$ cat src/design/tlpd_pkg.sv
`timescale 1ns / 1ps
// ----------------------------------------------------------------------------
// tlpd_pkg
// Shared types and constants for the type-length-payload deframer.
// ----------------------------------------------------------------------------
package tlpd_pkg;

    localparam int unsigned MAX_DIGITS_DEF = 9;
    localparam int unsigned LEN_W          = 30;
    localparam int unsigned CNT_W          = 4;
    localparam int unsigned CFG_IDX_W      = 2;
    localparam int unsigned CFG_DATA_W     = 8;

    // register indexes of the configuration port
    localparam logic [CFG_IDX_W-1:0] REG_ENDPOINT_CODE = 2'd0;
    localparam logic [CFG_IDX_W-1:0] REG_RAW_CODE      = 2'd1;
    localparam logic [CFG_IDX_W-1:0] REG_DIGIT_COUNT   = 2'd2;

    localparam logic [7:0]       ENDPOINT_CODE_RST = 8'd1;
    localparam logic [7:0]       RAW_CODE_RST      = 8'd2;
    localparam logic [CNT_W-1:0] DIGIT_COUNT_RST   = 4'd9;

    localparam logic [7:0] ASCII_ZERO = 8'h30;
    localparam logic [7:0] ASCII_NINE = 8'h39;

    typedef enum logic [1:0] {
        ST_PAYLOAD  = 2'd0,
        ST_EMPTY    = 2'd1,
        ST_BADTYPE  = 2'd2,
        ST_BADDIGIT = 2'd3
    } t_status;

    typedef enum logic {
        KIND_ENDPOINT = 1'b0,
        KIND_RAW      = 1'b1
    } t_kind;

    typedef struct packed {
        logic [7:0]       endpoint_code;
        logic [7:0]       raw_code;
        logic [CNT_W-1:0] digit_count;
    } t_cfg;

    typedef struct packed {
        t_status    status;
        t_kind      kind;
        logic [7:0] payload;
        logic       last;
    } t_result;

endpackage

$ cat src/design/tlpd_if.sv
`timescale 1ns / 1ps
// ----------------------------------------------------------------------------
// tlpd_if
// Valid/ready channels of the deframer: received bytes, results, register
// writes.
// ----------------------------------------------------------------------------
interface tlpd_rx_if;
    logic       valid;
    logic       ready;
    logic [7:0] rx_byte;

    modport source (output valid, output rx_byte, input ready);
    modport sink   (input valid, input rx_byte, output ready);
endinterface

interface tlpd_res_if;
    logic       valid;
    logic       ready;
    logic [1:0] out_status;
    logic       message_kind;
    logic [7:0] payload_byte;
    logic       last_of_message;

    modport source (output valid, output out_status, output message_kind,
                    output payload_byte, output last_of_message, input ready);
    modport sink   (input valid, input out_status, input message_kind,
                    input payload_byte, input last_of_message, output ready);
endinterface

interface tlpd_cfg_if;
    logic       valid;
    logic       ready;
    logic [1:0] cfg_index;
    logic [7:0] cfg_data;

    modport source (output valid, output cfg_index, output cfg_data, input ready);
    modport sink   (input valid, input cfg_index, input cfg_data, output ready);
endinterface

$ cat src/design/type_length_payload_deframer_core.sv
`timescale 1ns / 1ps
// ----------------------------------------------------------------------------
// type_length_payload_deframer_core
// Byte-stream deframer for type / ASCII length / payload frames.
// ----------------------------------------------------------------------------
// Takes one received byte per clock and gives at most one result per byte.
// The frame state updates at the cycle a byte is accepted, and the result
// lands in a two-entry output buffer, so a byte enters every cycle as long
// as the result side keeps up; i_rx.ready drops only while both buffer
// entries hold untaken results. Each result is registered in that buffer
// before it shows on o_res. Register writes are taken at any time, ready is
// always high; the digit count is sampled when a type byte is accepted.
// ----------------------------------------------------------------------------
module type_length_payload_deframer_core
    import tlpd_pkg::*;
#(
    parameter int unsigned MAX_DIGITS = MAX_DIGITS_DEF
) (
    input  logic       i_clk,
    input  logic       i_rst_n,
    tlpd_rx_if.sink    i_rx,
    tlpd_res_if.source o_res,
    tlpd_cfg_if.sink   i_cfg
);

    t_cfg    cfg;
    t_result fsm_res;
    t_result buf_res;
    logic    fsm_res_valid;
    logic    buf_space;
    logic    rx_accept;

    assign i_cfg.ready = 1'b1;
    assign i_rx.ready  = buf_space;
    assign rx_accept   = i_rx.valid && buf_space;

    tlpd_cfg_regs u_cfg_regs (
        .i_clk      (i_clk),
        .i_rst_n    (i_rst_n),
        .i_wr_valid (i_cfg.valid),
        .i_wr_index (i_cfg.cfg_index),
        .i_wr_data  (i_cfg.cfg_data),
        .o_cfg      (cfg)
    );

    tlpd_frame_fsm #(
        .MAX_DIGITS (MAX_DIGITS)
    ) u_frame_fsm (
        .i_clk       (i_clk),
        .i_rst_n     (i_rst_n),
        .i_accept    (rx_accept),
        .i_byte      (i_rx.rx_byte),
        .i_cfg       (cfg),
        .o_res_valid (fsm_res_valid),
        .o_res       (fsm_res)
    );

    tlpd_out_buf u_out_buf (
        .i_clk   (i_clk),
        .i_rst_n (i_rst_n),
        .i_push  (rx_accept && fsm_res_valid),
        .i_data  (fsm_res),
        .o_space (buf_space),
        .o_valid (o_res.valid),
        .i_ready (o_res.ready),
        .o_data  (buf_res)
    );

    assign o_res.out_status      = buf_res.status;
    assign o_res.message_kind    = buf_res.kind;
    assign o_res.payload_byte    = buf_res.payload;
    assign o_res.last_of_message = buf_res.last;

endmodule

$ cat src/design/tlpd_cfg_regs.sv
`timescale 1ns / 1ps
// ----------------------------------------------------------------------------
// tlpd_cfg_regs
// Configuration registers: type codes and length digit count.
// ----------------------------------------------------------------------------
module tlpd_cfg_regs
    import tlpd_pkg::*;
(
    input  logic                  i_clk,
    input  logic                  i_rst_n,
    input  logic                  i_wr_valid,
    input  logic [CFG_IDX_W-1:0]  i_wr_index,
    input  logic [CFG_DATA_W-1:0] i_wr_data,
    output t_cfg                  o_cfg
);

    t_cfg r_cfg;

    always_ff @(posedge i_clk) begin
        if (!i_rst_n) begin
            r_cfg.endpoint_code <= ENDPOINT_CODE_RST;
            r_cfg.raw_code      <= RAW_CODE_RST;
            r_cfg.digit_count   <= DIGIT_COUNT_RST;
        end else if (i_wr_valid) begin
            unique case (i_wr_index)
                REG_ENDPOINT_CODE: r_cfg.endpoint_code <= i_wr_data;
                REG_RAW_CODE:      r_cfg.raw_code      <= i_wr_data;
                REG_DIGIT_COUNT:   r_cfg.digit_count   <= i_wr_data[CNT_W-1:0];
                default: ; // unmapped index: drop the write
            endcase
        end
    end

    assign o_cfg = r_cfg;

endmodule

$ cat src/design/tlpd_frame_fsm.sv
`timescale 1ns / 1ps
// ----------------------------------------------------------------------------
// tlpd_frame_fsm
// Frame parser: type byte, ASCII length digits, payload count-down.
// ----------------------------------------------------------------------------
module tlpd_frame_fsm
    import tlpd_pkg::*;
#(
    parameter int unsigned MAX_DIGITS = MAX_DIGITS_DEF
) (
    input  logic       i_clk,
    input  logic       i_rst_n,
    input  logic       i_accept,
    input  logic [7:0] i_byte,
    input  t_cfg       i_cfg,
    output logic       o_res_valid,
    output t_result    o_res
);

    localparam int unsigned DW = $clog2(MAX_DIGITS + 1);
    localparam logic [CNT_W-1:0] MAX_CNT = CNT_W'(MAX_DIGITS);

    typedef enum logic [1:0] {
        PH_TYPE = 2'd0,
        PH_LEN  = 2'd1,
        PH_DATA = 2'd2
    } t_phase;

    t_phase           r_phase,  n_phase;
    t_kind            r_kind,   n_kind;
    logic [DW-1:0]    r_digits, n_digits;
    logic [LEN_W-1:0] r_len,    n_len;

    logic             is_digit;
    logic [LEN_W-1:0] len_acc;
    logic [DW-1:0]    digits_dec;
    logic [CNT_W-1:0] cnt_clamped;
    logic             match_ep;
    logic             match_raw;

    always_comb begin
        is_digit   = (i_byte >= ASCII_ZERO) && (i_byte <= ASCII_NINE);
        // len * 10 + digit, kept to the field width
        len_acc    = (r_len << 3) + (r_len << 1)
                   + LEN_W'(i_byte - ASCII_ZERO);
        digits_dec = r_digits - DW'(1);
        match_ep   = (i_byte == i_cfg.endpoint_code);
        match_raw  = (i_byte == i_cfg.raw_code);
        if (i_cfg.digit_count == '0) begin
            cnt_clamped = CNT_W'(1);
        end else if (i_cfg.digit_count > MAX_CNT) begin
            cnt_clamped = MAX_CNT;
        end else begin
            cnt_clamped = i_cfg.digit_count;
        end
    end

    always_comb begin
        n_phase     = r_phase;
        n_kind      = r_kind;
        n_digits    = r_digits;
        n_len       = r_len;
        o_res_valid = 1'b0;
        o_res       = '{status: ST_PAYLOAD, kind: r_kind, payload: 8'd0, last: 1'b0};
        unique case (r_phase)
            PH_LEN: begin
                if (!is_digit) begin
                    n_phase      = PH_TYPE;
                    o_res_valid  = 1'b1;
                    o_res.status = ST_BADDIGIT;
                end else begin
                    n_len    = len_acc;
                    n_digits = digits_dec;
                    if (digits_dec == '0) begin
                        if (len_acc == '0) begin
                            n_phase      = PH_TYPE;
                            o_res_valid  = 1'b1;
                            o_res.status = ST_EMPTY;
                            o_res.last   = 1'b1;
                        end else begin
                            n_phase = PH_DATA;
                        end
                    end
                end
            end
            PH_DATA: begin
                o_res_valid   = 1'b1;
                o_res.payload = i_byte;
                if (r_len <= LEN_W'(1)) begin
                    o_res.last = 1'b1;
                    n_len      = '0;
                    n_phase    = PH_TYPE;
                end else begin
                    n_len = r_len - LEN_W'(1);
                end
            end
            default: begin
                n_phase = PH_TYPE;
                if (match_ep || match_raw) begin
                    n_kind   = match_ep ? KIND_ENDPOINT : KIND_RAW;
                    n_digits = DW'(cnt_clamped);
                    n_len    = '0;
                    n_phase  = PH_LEN;
                end else begin
                    o_res_valid  = 1'b1;
                    o_res.status = ST_BADTYPE;
                    o_res.kind   = KIND_ENDPOINT;
                end
            end
        endcase
    end

    always_ff @(posedge i_clk) begin
        if (!i_rst_n) begin
            r_phase  <= PH_TYPE;
            r_kind   <= KIND_ENDPOINT;
            r_digits <= '0;
            r_len    <= '0;
        end else if (i_accept) begin
            r_phase  <= n_phase;
            r_kind   <= n_kind;
            r_digits <= n_digits;
            r_len    <= n_len;
        end
    end

endmodule

$ cat src/design/tlpd_out_buf.sv
`timescale 1ns / 1ps
// ----------------------------------------------------------------------------
// tlpd_out_buf
// Two-entry result buffer; ready toward the parser comes from registers only.
// ----------------------------------------------------------------------------
module tlpd_out_buf
    import tlpd_pkg::*;
(
    input  logic    i_clk,
    input  logic    i_rst_n,
    input  logic    i_push,
    input  t_result i_data,
    output logic    o_space,
    output logic    o_valid,
    input  logic    i_ready,
    output t_result o_data
);

    t_result    r_mem [2];
    logic       r_wptr;
    logic       r_rptr;
    logic [1:0] r_count;
    logic       pop;

    assign pop     = o_valid && i_ready;
    assign o_valid = (r_count != 2'd0);
    assign o_space = (r_count != 2'd2);
    assign o_data  = r_mem[r_rptr];

    always_ff @(posedge i_clk) begin
        if (i_push) begin
            r_mem[r_wptr] <= i_data;
        end
    end

    always_ff @(posedge i_clk) begin
        if (!i_rst_n) begin
            r_wptr  <= 1'b0;
            r_rptr  <= 1'b0;
            r_count <= 2'd0;
        end else begin
            if (i_push) begin
                r_wptr <= ~r_wptr;
            end
            if (pop) begin
                r_rptr <= ~r_rptr;
            end
            unique case ({i_push, pop})
                2'b10:   r_count <= r_count + 2'd1;
                2'b01:   r_count <= r_count - 2'd1;
                default: r_count <= r_count;
            endcase
        end
    end

endmodule

$ cat src/flat_wrapper.sv
// flat-port wrapper written by rule: the top's interface ports become plain ports
module type_length_payload_deframer_core_flat import tlpd_pkg::*;
#(
    parameter int unsigned MAX_DIGITS = MAX_DIGITS_DEF
)
  (i_clk, i_rst_n, i_rx_valid, i_rx_rx_byte, i_rx_ready, o_res_valid, o_res_out_status, o_res_message_kind, o_res_payload_byte, o_res_last_of_message, o_res_ready, i_cfg_valid, i_cfg_cfg_index, i_cfg_cfg_data, i_cfg_ready);
  tlpd_rx_if i_rx_i ();
  tlpd_res_if o_res_i ();
  tlpd_cfg_if i_cfg_i ();
  input  logic i_clk;
  input  logic i_rst_n;
  input wire logic [$bits(i_rx_i.valid)-1:0] i_rx_valid;
  input wire logic [$bits(i_rx_i.rx_byte)-1:0] i_rx_rx_byte;
  output wire logic [$bits(i_rx_i.ready)-1:0] i_rx_ready;
  output wire logic [$bits(o_res_i.valid)-1:0] o_res_valid;
  output wire logic [$bits(o_res_i.out_status)-1:0] o_res_out_status;
  output wire logic [$bits(o_res_i.message_kind)-1:0] o_res_message_kind;
  output wire logic [$bits(o_res_i.payload_byte)-1:0] o_res_payload_byte;
  output wire logic [$bits(o_res_i.last_of_message)-1:0] o_res_last_of_message;
  input wire logic [$bits(o_res_i.ready)-1:0] o_res_ready;
  input wire logic [$bits(i_cfg_i.valid)-1:0] i_cfg_valid;
  input wire logic [$bits(i_cfg_i.cfg_index)-1:0] i_cfg_cfg_index;
  input wire logic [$bits(i_cfg_i.cfg_data)-1:0] i_cfg_cfg_data;
  output wire logic [$bits(i_cfg_i.ready)-1:0] i_cfg_ready;
  assign i_rx_i.valid = i_rx_valid;
  assign i_rx_i.rx_byte = i_rx_rx_byte;
  assign i_rx_ready = i_rx_i.ready;
  assign o_res_valid = o_res_i.valid;
  assign o_res_out_status = o_res_i.out_status;
  assign o_res_message_kind = o_res_i.message_kind;
  assign o_res_payload_byte = o_res_i.payload_byte;
  assign o_res_last_of_message = o_res_i.last_of_message;
  assign o_res_i.ready = o_res_ready;
  assign i_cfg_i.valid = i_cfg_valid;
  assign i_cfg_i.cfg_index = i_cfg_cfg_index;
  assign i_cfg_i.cfg_data = i_cfg_cfg_data;
  assign i_cfg_ready = i_cfg_i.ready;
  type_length_payload_deframer_core #(.MAX_DIGITS(MAX_DIGITS)) u_core (.i_clk(i_clk), .i_rst_n(i_rst_n), .i_rx(i_rx_i), .o_res(o_res_i), .i_cfg(i_cfg_i));
endmodule
$ cat config.mk
export PLATFORM = sky130hd
export DESIGN_NAME = type_length_payload_deframer_core_flat
export DESIGN_NICKNAME = d
export VERILOG_FILES = /design/src/design/tlpd_pkg.sv /design/src/design/tlpd_if.sv /design/src/design/type_length_payload_deframer_core.sv /design/src/design/tlpd_cfg_regs.sv /design/src/design/tlpd_frame_fsm.sv /design/src/design/tlpd_out_buf.sv /design/src/flat_wrapper.sv
export SDC_FILE = /design/constraint.sdc
export NUM_CORES = 1
export LEC_CHECK = 0
export ABC_AREA = 1
export BUFFER_PORTS_ARGS = -buffer_cell sky130_fd_sc_hd__buf_2
export CAP_MARGIN = 20
export CORE_MARGIN = 1.5
export CORE_UTILIZATION = 50
export CTS_CLUSTER_DIAMETER = 100
export DETAILED_ROUTE_END_ITERATION = 16
export GPL_ROUTABILITY_DRIVEN = 0
export PLACE_DENSITY = 0.67
export SLEW_MARGIN = 20
export SYNTH_ARGS = -nofsm -noshare
export SYNTH_HDL_FRONTEND = slang
export SYNTH_SLANG_ARGS = --single-unit
$ cat constraint.sdc
create_clock -name i_clk -period 14.63 [get_ports i_clk]
set_clock_uncertainty 0.15 [all_clocks]
set_input_delay 2.926 -clock i_clk [delete_from_list [all_inputs] [get_ports i_clk]]
set_output_delay 2.926 -clock i_clk [all_outputs]
set_load 0.05 [all_outputs]
* Word level (Yosys, flattened, before mapping)
Memory sizes are Yosys's and may differ from the RTL's. A register that Yosys moved wholly into a read port is not among the register bits.
Index checks and enable logic that the tools add are counted.
** Storage, ports and cells
- Register bits :: 61
- Latch bits :: 0
- Bits in writable memories :: 24
- ROM bits :: 0
- Input bits :: 23
- Output and inout bits :: 15
- Word-level logic and storage cells :: 95
- Memories :: 1
** Memory list
- u_core.u_out_buf.r_mem :: words 2, width 12, rd ports 1, clocked after memory_dff 1, wr ports 1, line tlpd_out_buf.sv:19 : t_result r_mem [2];
** Cells by class
- Add/sub/neg operators :: 7
- Multipliers :: 0
- Divide/modulo/power cells :: 0
- $lt $le $gt $ge :: 4
- Equality and inequality tests :: 12
- Shift operators :: 0
- Multiplexer cells :: 36
- Bitwise logic cells :: 4
- Reduce and logical (&&, ||, !) cells :: 21
** Operators by type and width (number)
- $mux 30 :: 3
- $add 30x30->30 :: 2
- $pmux 30 s2 :: 1
- $le 30x1->1 const B :: 1
- $logic_not 30->1 :: 1
- $sub 30x1->30 const B :: 1
- $eq 8x8->1 :: 2
- $mux 4 :: 4
- $mux 1 :: 15
- $pmux 2 s2 :: 3
- $mux 2 :: 5
- $reduce_and 3->1 :: 3
- $sub 8x6->9 const B :: 1
- $ge 8x6->1 const B :: 1
- $le 8x6->1 const B :: 1
- $logic_not 4->1 :: 2
- $mux 8 :: 1
- $pmux 4 s2 :: 1
- $eq 2x1->1 const B :: 3
- $eq 2x2->1 const B :: 3
- $ne 2x2->1 const B :: 3
- $reduce_and 2->1 :: 3
- $reduce_bool 2->1 :: 3
- $gt 4x4->1 const B :: 1
- other kinds (13) :: 20

* Longest topological paths before layout
Gate-level depths: netlist (run 1).
- Depth after elaboration :: 10
- Gate-level depth with buffers :: 30
- Depth with buffers taken out :: 30

* Modules after synthesis
From an unflattened synthesis (run 1), not the netlist that was laid out.
** Second synthesis, totals
- Cell total of the unflattened synthesis :: 1212
- Area, all modules :: 8034.0 um2
** Modules (own cells, without submodules)
- tlpd_frame_fsm :: instances 1, cells an instance 1009, area each 5980.7 um2, seq. area each 740.7 um2
- tlpd_out_buf :: instances 1, cells an instance 73, area each 1139.8 um2, seq. area each 820.8 um2
- tlpd_cfg_regs :: instances 1, cells an instance 124, area each 884.6 um2, seq. area each 400.4 um2
- type_length_payload_deframer_core :: instances 1, cells an instance 6, area each 28.8 um2, seq. area each 0.0 um2

* Worst setup path after synthesis (run 1)
No wires, ideal clock.
- Kind :: input to register
- Start :: in i_rx_rx_byte[6]
- End :: mem u_core.u_out_buf.r_mem[0][0] in the netlist's numbering, enable pin
- Library setup time :: 380 ps
- Arrival :: 6572 ps
- Required time :: 14100 ps
- Slack :: 7527 ps
- Stages on the path :: 23
- Buffers on the path :: 1
- Path through :: buf_2 -> nor2_1 -> nand2_1 -> inv_1 -> fa_1 -> ha_1 -> nand2_2 -> inv_1 -> nand2_1 -> nand2_1 -> inv_1 -> nand3_1 -> nand2_1 -> nand2_1 -> nand2_1 -> nand2_1 -> nor2_1 -> nand2_1 -> nor2_1 -> nand4_2 -> nand3_2 -> nand2_1 -> nor2_1
** On the way
- Word-level cells in the longest chain between the ends :: 10
- Elaborated cells between the ends (all ways) :: 17
- Classes of those cells :: add/sub (2); order compare (2); eq/ne (2); mux (7); reduce/logical (4)
** RTL lines
- start, declared :: line flat_wrapper.sv:13 : input wire logic [$bits(i_rx_i.rx_byte)-1:0] i_rx_rx_byte;
- $sub 8x6->9 :: line tlpd_frame_fsm.sv:45 : + LEN_W'(i_byte - ASCII_ZERO);
- $add 30x30->30 :: line tlpd_frame_fsm.sv:45
- $logic_not 30->1 :: line tlpd_frame_fsm.sv:75 : if (len_acc == '0) begin
- $mux 1 :: line tlpd_frame_fsm.sv:75
- $mux 1 :: line tlpd_frame_fsm.sv:74 : if (digits_dec == '0) begin
- $mux 1 :: line tlpd_frame_fsm.sv:67 : if (!is_digit) begin
- $pmux 1 s2 (*) :: line tlpd_frame_fsm.sv:65 : unique case (r_phase)
- $logic_and 1x1->1 (*) :: line type_length_payload_deframer_core.sv:61 : .i_push (rx_accept && fsm_res_valid),
- $mux 1 (*) :: line tlpd_out_buf.sv:31 : if (i_push) begin
- $mux 1 (not written as such) (*) :: line tlpd_out_buf.sv:32 : r_mem[r_wptr] <= i_data;
- end, declared :: line tlpd_out_buf.sv:19
Mark *: on every way between the ends. The rest lies on a longest branch, timed or not.

* Final worst setup path (run 1)
- Start :: in i_rx_rx_byte[5]
- End :: mem u_core.u_out_buf.r_mem[0][9] in the netlist's numbering, enable pin
The elaborated chain is that of the path after synthesis.

==> flow_summary.ini, run 1 <==
[floorplan]
rows = 45
core_mm2 = 0.0151
io_pins = 38
die_x_um = 127
die_h_um = 127
die_area_mm2 = 0.0161
start_util = 0.510

[global_routing]
globalRoute.totalOverflow = 0
grt_pass1_wl_um = 33300
grt_use_total = 0.258
grt_use_met3 = 0.0398
use_met2 = 0.403
antenna_found_initial = 0
grt_pass1_vias = 6585
grt_util_met1 = 0.378
top_usage_layer = met2
grt_max_degree = 34

[power]
vdd_ir_drop_max_v = 0.0000637
leakage_nw = 4.28
cellPowerDensity_mw_per_mm2 = 79.8

[synthesis]
netlist_instances = 1138
syn_area_mm2 = 0.00769
synth.avg_cell_area_um2 = 6.76
synth.distinct_cells = 49
synth.net_count = 1225
synth-edff-count = 24
ys_ff_latch = 86
yosysSeqAreaShare = 0.255
async_flop_share = 0
yosysWarnings = 0
synth_top_flop_cell = dfxtp_1

[drt]
remaining_drc_errors = 0
initialDrtViolationCount = 665
dr_total_vias = 7239
dr.pass1.iters = 5
ant_nets = 0
via_per_inst = 5.33
routed_wl_um = 20200
wl_per_cell_um = 14.9

[sta]
drv_slew = 0
setup_viol = 0
rsz0062_at_grt = no
fin_crit_sh = 0.526
min_period_ps = 7690
finalHoldViolCount = 0
fin_hold_ws_ps = 319
timing.max_slew.rel_slack = 0.322
tightest_slew_ps = 1020
clock.fmax_mhz = 130
finalSetupTns_ps = 0

[place]
dp_hpwl_um = 15900
io_buffers = 36

[critical_path]
reg2reg_from = u_core.u_frame_fsm.r_len[19]$_SDFFE_PN0P_
r2r_cells = 16
cpMostUsedCell = nand2_1
crit_buf_inv = 4
worst_ep_arrival_time_ps = 7510
start_kind = primary input
cp_cell_sequence = buf_2 > ha_1 > inv_1 > nand2_1 > inv_1 > fa_1 > ha_1 > nand2_1 > nor2_1 > inv_1 > nor3_2 > nand3_1 > nand4_1 > nand2_1 > nor2_1 > nand2_1 > nor2_2 > nand4_2 > nand3_2 > nand2_1 > nor2_2
cp_top_family = simple AND/OR/NAND/NOR gates
critPathMaxFanout = 20
critPathSlowestCell = inv_1
max_stage_delay_ps = 770
endpoint_kind = register
r2r_slack_ps = 10330
cp.required_ps = 14450
crit_type = in -> reg
r2r_end = u_core.u_out_buf.r_mem[0][9]$_DFFE_PP_

[outcome]
outcome = complete, no violations

[clocking]
hold_buffers = 0
h-tree-depth = 3
postCtsSetupBuffers = 0
cts-root-buf = clkbuf_16
clock_latency_ps = 330
numCtsBuffers = 9
clk_pin_slew_ps = 60
cts_tree = built
cts.sinks = 86
cts_buffer_depth = 2
cts_resized = 0

[layout]
antenna_cells = 0
num-fill-cells = 1487
fin_nets = 1253
drive_above_1_share = 0.0948
area_delta_synth_final_pct = 8.36

[worst_hold_path]
hold_path_depth = 1
hp-class = reg -> reg
hold_end = u_core.u_out_buf.r_count[1]$_SDFFE_PN0P_
hold_start = u_core.u_out_buf.r_count[1]$_SDFFE_PN0P_

[flow_run]
drv_cap = 0
[placed cells by master (no fill, tap or decap), drive strengths merged, types with 4 or more instances in the layout]
cell type	netlist	routed
fa	27	27
clkbuf	11	11
xnor2	19	19
nand3	54	54
a21oi	49	49
inv	186	187
o22ai	20	20
dfxtp	62	62
nand3b	4	4
nor2	126	126
xor2	28	28
edfxtp	24	24
buf	13	41
nand2	337	337
o21ai	42	42
ha	37	37
nor4	5	5
nor3	18	18
nand4	29	29
a22oi	13	13
mux2	12	12
[worst register-to-register path, delay by kind of cell (launching register included)]
| family | cells | cell delay [ps] |
|---|---|---|
| buf+inv | 1 | 80 |
| fa+ha+maj | 2 | 930 |
| simple gates | 13 | 2120 |
| flops | 1 | 640 |
[logic make-up (layout without fill, tap and decap cells)]
group / count (synthesis) / in the layout / share of synthesized area
compound gates: 134 / 134 / 0.100
xor+xnor: 47 / 47 / 0.0535
fa+ha+maj: 64 / 64 / 0.131
buf+inv: 212 / 245 / 0.106
flops: 86 / 86 / 0.255
mux: 12 / 12 / 0.0176
other cells: 1 / 1 / 0.000488
simple gates: 582 / 582 / 0.336
[area by class of cell]
| cell class | count | area, µm² | share of cell area |
|---|---|---|---|
| clock buffers | 11 | 233 | 0.0279 |
| well taps | 188 | 235 | 0.0282 |
| repair buffers | 41 | 218 | 0.0261 |
| clock inverters | 5 | 58.8 | 0.00706 |
| flip-flops and latches | 86 | 1960 | 0.235 |
| multi-input cells | 840 | 4920 | 0.590 |
| inverters | 188 | 706 | 0.0847 |
[per-layer routing]
metal,up-vias,wire [µm]
met5,-,0
met4,0,376
met3,30,1280
met2,227,8850
met1,3285,9710
li1,3697,-
[state kept, by name (all words and copies together) (netlist names), named ones only]
name	flops
u_core.u_out_buf.r_wptr	1
u_core.u_frame_fsm.r_digits	4
u_core.u_out_buf.r_rptr	1
u_core.u_out_buf.r_mem	24
u_core.u_cfg_regs.o_cfg	20
u_core.u_frame_fsm.r_len	30
u_core.u_out_buf.r_count	2
u_core.u_frame_fsm.r_phase	2
u_core.u_frame_fsm.r_kind	1
[worst max path at each step]
stage,end,slack [ps],startpoint,depth (start not counted)
after global placement,u_core.u_out_buf.r_mem[0][2]$_DFFE_PP_,6400,i_rx_rx_byte[5],21
final,u_core.u_out_buf.r_mem[0][9]$_DFFE_PP_,6940,i_rx_rx_byte[5],21
after floorplan,u_core.u_out_buf.r_mem[0][0]$_DFFE_PP_,7530,i_rx_rx_byte[6],23
after CTS,u_core.u_out_buf.r_mem[0][9]$_DFFE_PP_,6690,i_rx_rx_byte[5],21
after global routing,u_core.u_out_buf.r_mem[0][1]$_DFFE_PP_,6580,i_rx_rx_byte[5],21
after detailed placement,u_core.u_out_buf.r_mem[0][2]$_DFFE_PP_,6340,i_rx_rx_byte[5],21
[metrics by stage]
step / util / instances / instance area, µm² / worst slack, ps / total power [W]
after floorplan: - / 1138 / 7690 / 7530 / 0.000406
after global placement: 0.533 / 1343 / 8040 / 6400 / 0.000445
after detailed placement: 0.533 / 1343 / 8040 / 6340 / 0.000446
after CTS: 0.552 / 1359 / 8330 / 6690 / 0.000669
after global routing: 0.552 / 1359 / 8330 / 6580 / 0.000696
final: 0.552 / 1359 / 8330 / 6940 / 0.000665
[power by group]
group          internal, W  leakage, nW  switching [W]
Clock             0.000132        0.132      0.0000912
Sequential        0.000263        0.735      0.0000109
Combinational    0.0000504         3.41       0.000117
Total             0.000446         4.28       0.000219
[cell usage after synthesis, types with 4 or more instances]
cell | number | share of area
nor2_2 | 6 | 0.0049
ha_1 | 37 | 0.060
xor2_1 | 28 | 0.032
nand2_2 | 5 | 0.0041
buf_2 | 10 | 0.0065
nand3_1 | 51 | 0.033
mux2_2 | 12 | 0.018
nand3b_1 | 4 | 0.0039
nand4_1 | 27 | 0.022
a22oi_1 | 13 | 0.013
nor2_4 | 5 | 0.0073
nor2_1 | 114 | 0.056
fa_1 | 27 | 0.070
edfxtp_1 | 24 | 0.094
clkbuf_1 | 11 | 0.0054
nand2_1 | 329 | 0.16
xnor2_1 | 19 | 0.022
nor4_1 | 4 | 0.0033
a21oi_1 | 47 | 0.031
o21ai_0 | 39 | 0.025
o22ai_1 | 19 | 0.015
nor3_2 | 5 | 0.0065
inv_1 | 184 | 0.090
dfxtp_1 | 62 | 0.16
nor3_1 | 13 | 0.0085
(Power assumes the default switching activity.)
==> run 2, diff against run 1 <==
--- a/config.mk
+++ b/config.mk
@@ -5,7 +5,7 @@
 export SDC_FILE = /design/constraint.sdc
 export NUM_CORES = 1
 export LEC_CHECK = 0
-export ABC_AREA = 1
+export ABC_AREA = 0
 export BUFFER_PORTS_ARGS = -buffer_cell sky130_fd_sc_hd__buf_2
 export CAP_MARGIN = 20
 export CORE_MARGIN = 1.5
@@ -13,7 +13,7 @@
 export CTS_CLUSTER_DIAMETER = 100
 export DETAILED_ROUTE_END_ITERATION = 16
 export GPL_ROUTABILITY_DRIVEN = 0
-export PLACE_DENSITY = 0.67
+export PLACE_DENSITY = 0.7
 export SLEW_MARGIN = 20
 export SYNTH_ARGS = -nofsm -noshare
 export SYNTH_HDL_FRONTEND = slang
==> constraint.sdc (replaced) <==
create_clock -name i_clk -period 7 [get_ports i_clk]
set_clock_uncertainty 0.15 [all_clocks]
set_input_delay 1.4 -clock i_clk [delete_from_list [all_inputs] [get_ports i_clk]]
set_output_delay 1.4 -clock i_clk [all_outputs]
set_load 0.05 [all_outputs]
==> flow_summary.ini, run 2 <==
[layout]
regMostFlops = u_core.u_frame_fsm.r_len
area_delta_synth_final_pct = 9.47
num-fill-cells = 1273
antenna_cells = 0
fin_nets = 934
register_area_mm2 = 0.00196
drive_above_1_share = 0.116
final_common_cell = nand2_1
multiInputGateArea_mm2 = 0.00475
final_cell_mix = nand2_1 (74), nor2_1 (65), dfxtp_1 (62)
final_util = 0.557
largest_reg_flops = 30

[critical_path]
endpoint_kind = register
start_kind = primary input
r2r_cells = 17
crit_type = in -> reg
worst_ep_arrival_time_ps = 6750
cp.required_ps = 7100
critPathMaxFanout = 14

[floorplan]
die_x_um = 122
io_pins = 38
start_util = 0.508
rows = 43
die_h_um = 122
core_mm2 = 0.0138
die_area_mm2 = 0.0148

[sta]
finalSetupTns_ps = 0
tightest_slew_ps = 983
rsz0062_at_grt = no
timing.max_slew.rel_slack = 0.344
clock.fmax_mhz = 150
finalHoldViolCount = 0
layout_setup_ws_ps = 351
min_period_ps = 6650
fin_crit_sh = 0.950
drv_slew = 0
setup_viol = 0

[drt]
ant_nets = 0
remaining_drc_errors = 0
via_per_inst = 5.84
dr.pass1.iters = 5
routed_wl_um = 17000
dr_total_vias = 6028
wl_per_cell_um = 16.5
initialDrtViolationCount = 440

[clocking]
postCtsSetupBuffers = 0
clock_latency_ps = 340
cts_buffer_depth = 2
cts-root-buf = clkbuf_16
cts.sinks = 86
cts_resized = 0
h-tree-depth = 3
numCtsBuffers = 9
hold_buffers = 0
clk_pin_slew_ps = 60
cts_tree = built

[synthesis]
synth.most_common_cell = nand2_1
yosysSeqAreaShare = 0.279
yosysWarnings = 0
synth_fa_ha_area_frac = 0.143
synth-xor-area-share = 0.0872
ys_ff_latch = 86
synth_common_cells = nand2_1 (75), nor2_1 (66), dfxtp_1 (62)
synth-edff-count = 24
synth_compound_area_frac = 0.179
ys_top_cells_by_area = dfxtp_1 (18%), edfxtp_1 (10%), fa_1 (7.7%)
synth.net_count = 916
netlist_instances = 829
synth_mux_area_frac = 0.0521
synth_top_flop_cell = dfxtp_1
synth_top_area_share = 0.177
syn_area_mm2 = 0.00703
synth.distinct_cells = 68
synthSimpleGateAreaFrac = 0.212
synth_top_family_by_area = simple AND/OR/NAND/NOR gates
synth.avg_cell_area_um2 = 8.48
async_flop_share = 0
synth_top_cell_by_area = dfxtp_1

[global_routing]
grt_max_degree = 36
globalRoute.totalOverflow = 0
grt_pass1_vias = 5867
grt_pass1_wl_um = 28800
grt_use_total = 0.245
antenna_found_initial = 0

[place]
post-place-ws_ps = 65.8
io_buffers = 36
dp_hpwl_um = 13000

[power]
leakage_nw = 3.17
vdd_ir_drop_max_v = 0.000118
cellPowerDensity_mw_per_mm2 = 182

[flow_run]
drv_cap = 0

[outcome]
outcome = complete, no violations

[worst_hold_path]
hold_path_depth = 2
hp-class = reg -> reg
==> run 2: cell count changes after synthesis, moves of 13 or more <==
cell      change
nor2b_1      +28
a22oi_1      +14
nor2_1       -48
mux2i_1      +22
nand2_1     -254
xnor2_1      +19
clkbuf_1     +24
nand3_1      -43
and2_1       +15
inv_1       -144
nor3_1       +13
==> run 2: cells by family after synthesis <==
kind of cell             count (synthesis)
flip-flops                              86
other                                    1
multiplexers                            35
AND/OR/NAND/NOR                        293
XOR/XNOR                                70
adder cells (fa/ha/maj)                 64
AO/OA/AOI/OAI                          194
buffers and inverters                   86
==> run 2: critical path, stage by stage <==
cell and delay, ps:
buf_2 140, ha_1 280, nor3_4 500, buf_4 360
fa_1 480, ha_1 540, nand4_1 210, nor3_1 170
inv_1 90, a211oi_1 500, nor3_1 160, a211o_1 270
nor4_1 230, nand4_1 250, o21ai_2 260, inv_2 50
ha_1 320, or3_1 370, a21oi_1 150
==> run 2: cell type report <==
cell class / count / area share
Clock buffer: 10 / 0.0298
Clock inverter: 6 / 0.00927
Inverter: 41 / 0.0200
Multi-Input combinational cell: 657 / 0.618
Sequential cell: 86 / 0.255
Tap cell: 180 / 0.0293
Timing Repair Buffer: 52 / 0.0390
==> run 2: final timing paths <==
kind | start | endpoint | slack [ps]
max | i_rx_rx_byte[4] | u_core.u_out_buf.r_count[1]$_SDFFE_PN0P_ | 350
min | u_core.u_frame_fsm.r_phase[1]$_SDFFE_PN0P_ | u_core.u_frame_fsm.r_phase[1]$_SDFFE_PN0P_ | 330
max reg2reg | u_core.u_frame_fsm.r_len[3]$_SDFFE_PN0P_ | u_core.u_out_buf.r_count[1]$_SDFFE_PN0P_ | 1880
min reg2reg | u_core.u_frame_fsm.r_phase[1]$_SDFFE_PN0P_ | u_core.u_frame_fsm.r_phase[1]$_SDFFE_PN0P_ | 330
==> run 2: per-layer routing <==
layer,vias to the layer above,track usage,wire (µm)
met5,-,0,0
met4,0,0.0868,386
met3,24,0.0239,618
met1,2876,0.330,8050
met2,140,0.412,7990
li1,2988,-,-
==> run 2: power by group <==
group,switching (W),leakage [nW],internal (W)
logic,0.000232,2.31,0.000119
registers,0.0000241,0.724,0.000551
clock network,0.000195,0.139,0.000279
total,0.000452,3.17,0.000948
==> run 2: metrics by stage <==
step	instance area [µm²]	power (W)	cells	hold slack [ps]
after detailed placement	7390	0.000936	1016	323
final	7700	0.00140	1032	332
after global routing	7700	0.00146	1032	365
after global placement	7390	0.000932	1016	314
after CTS	7690	0.00141	1032	334
after floorplan	7040	0.000856	829	296
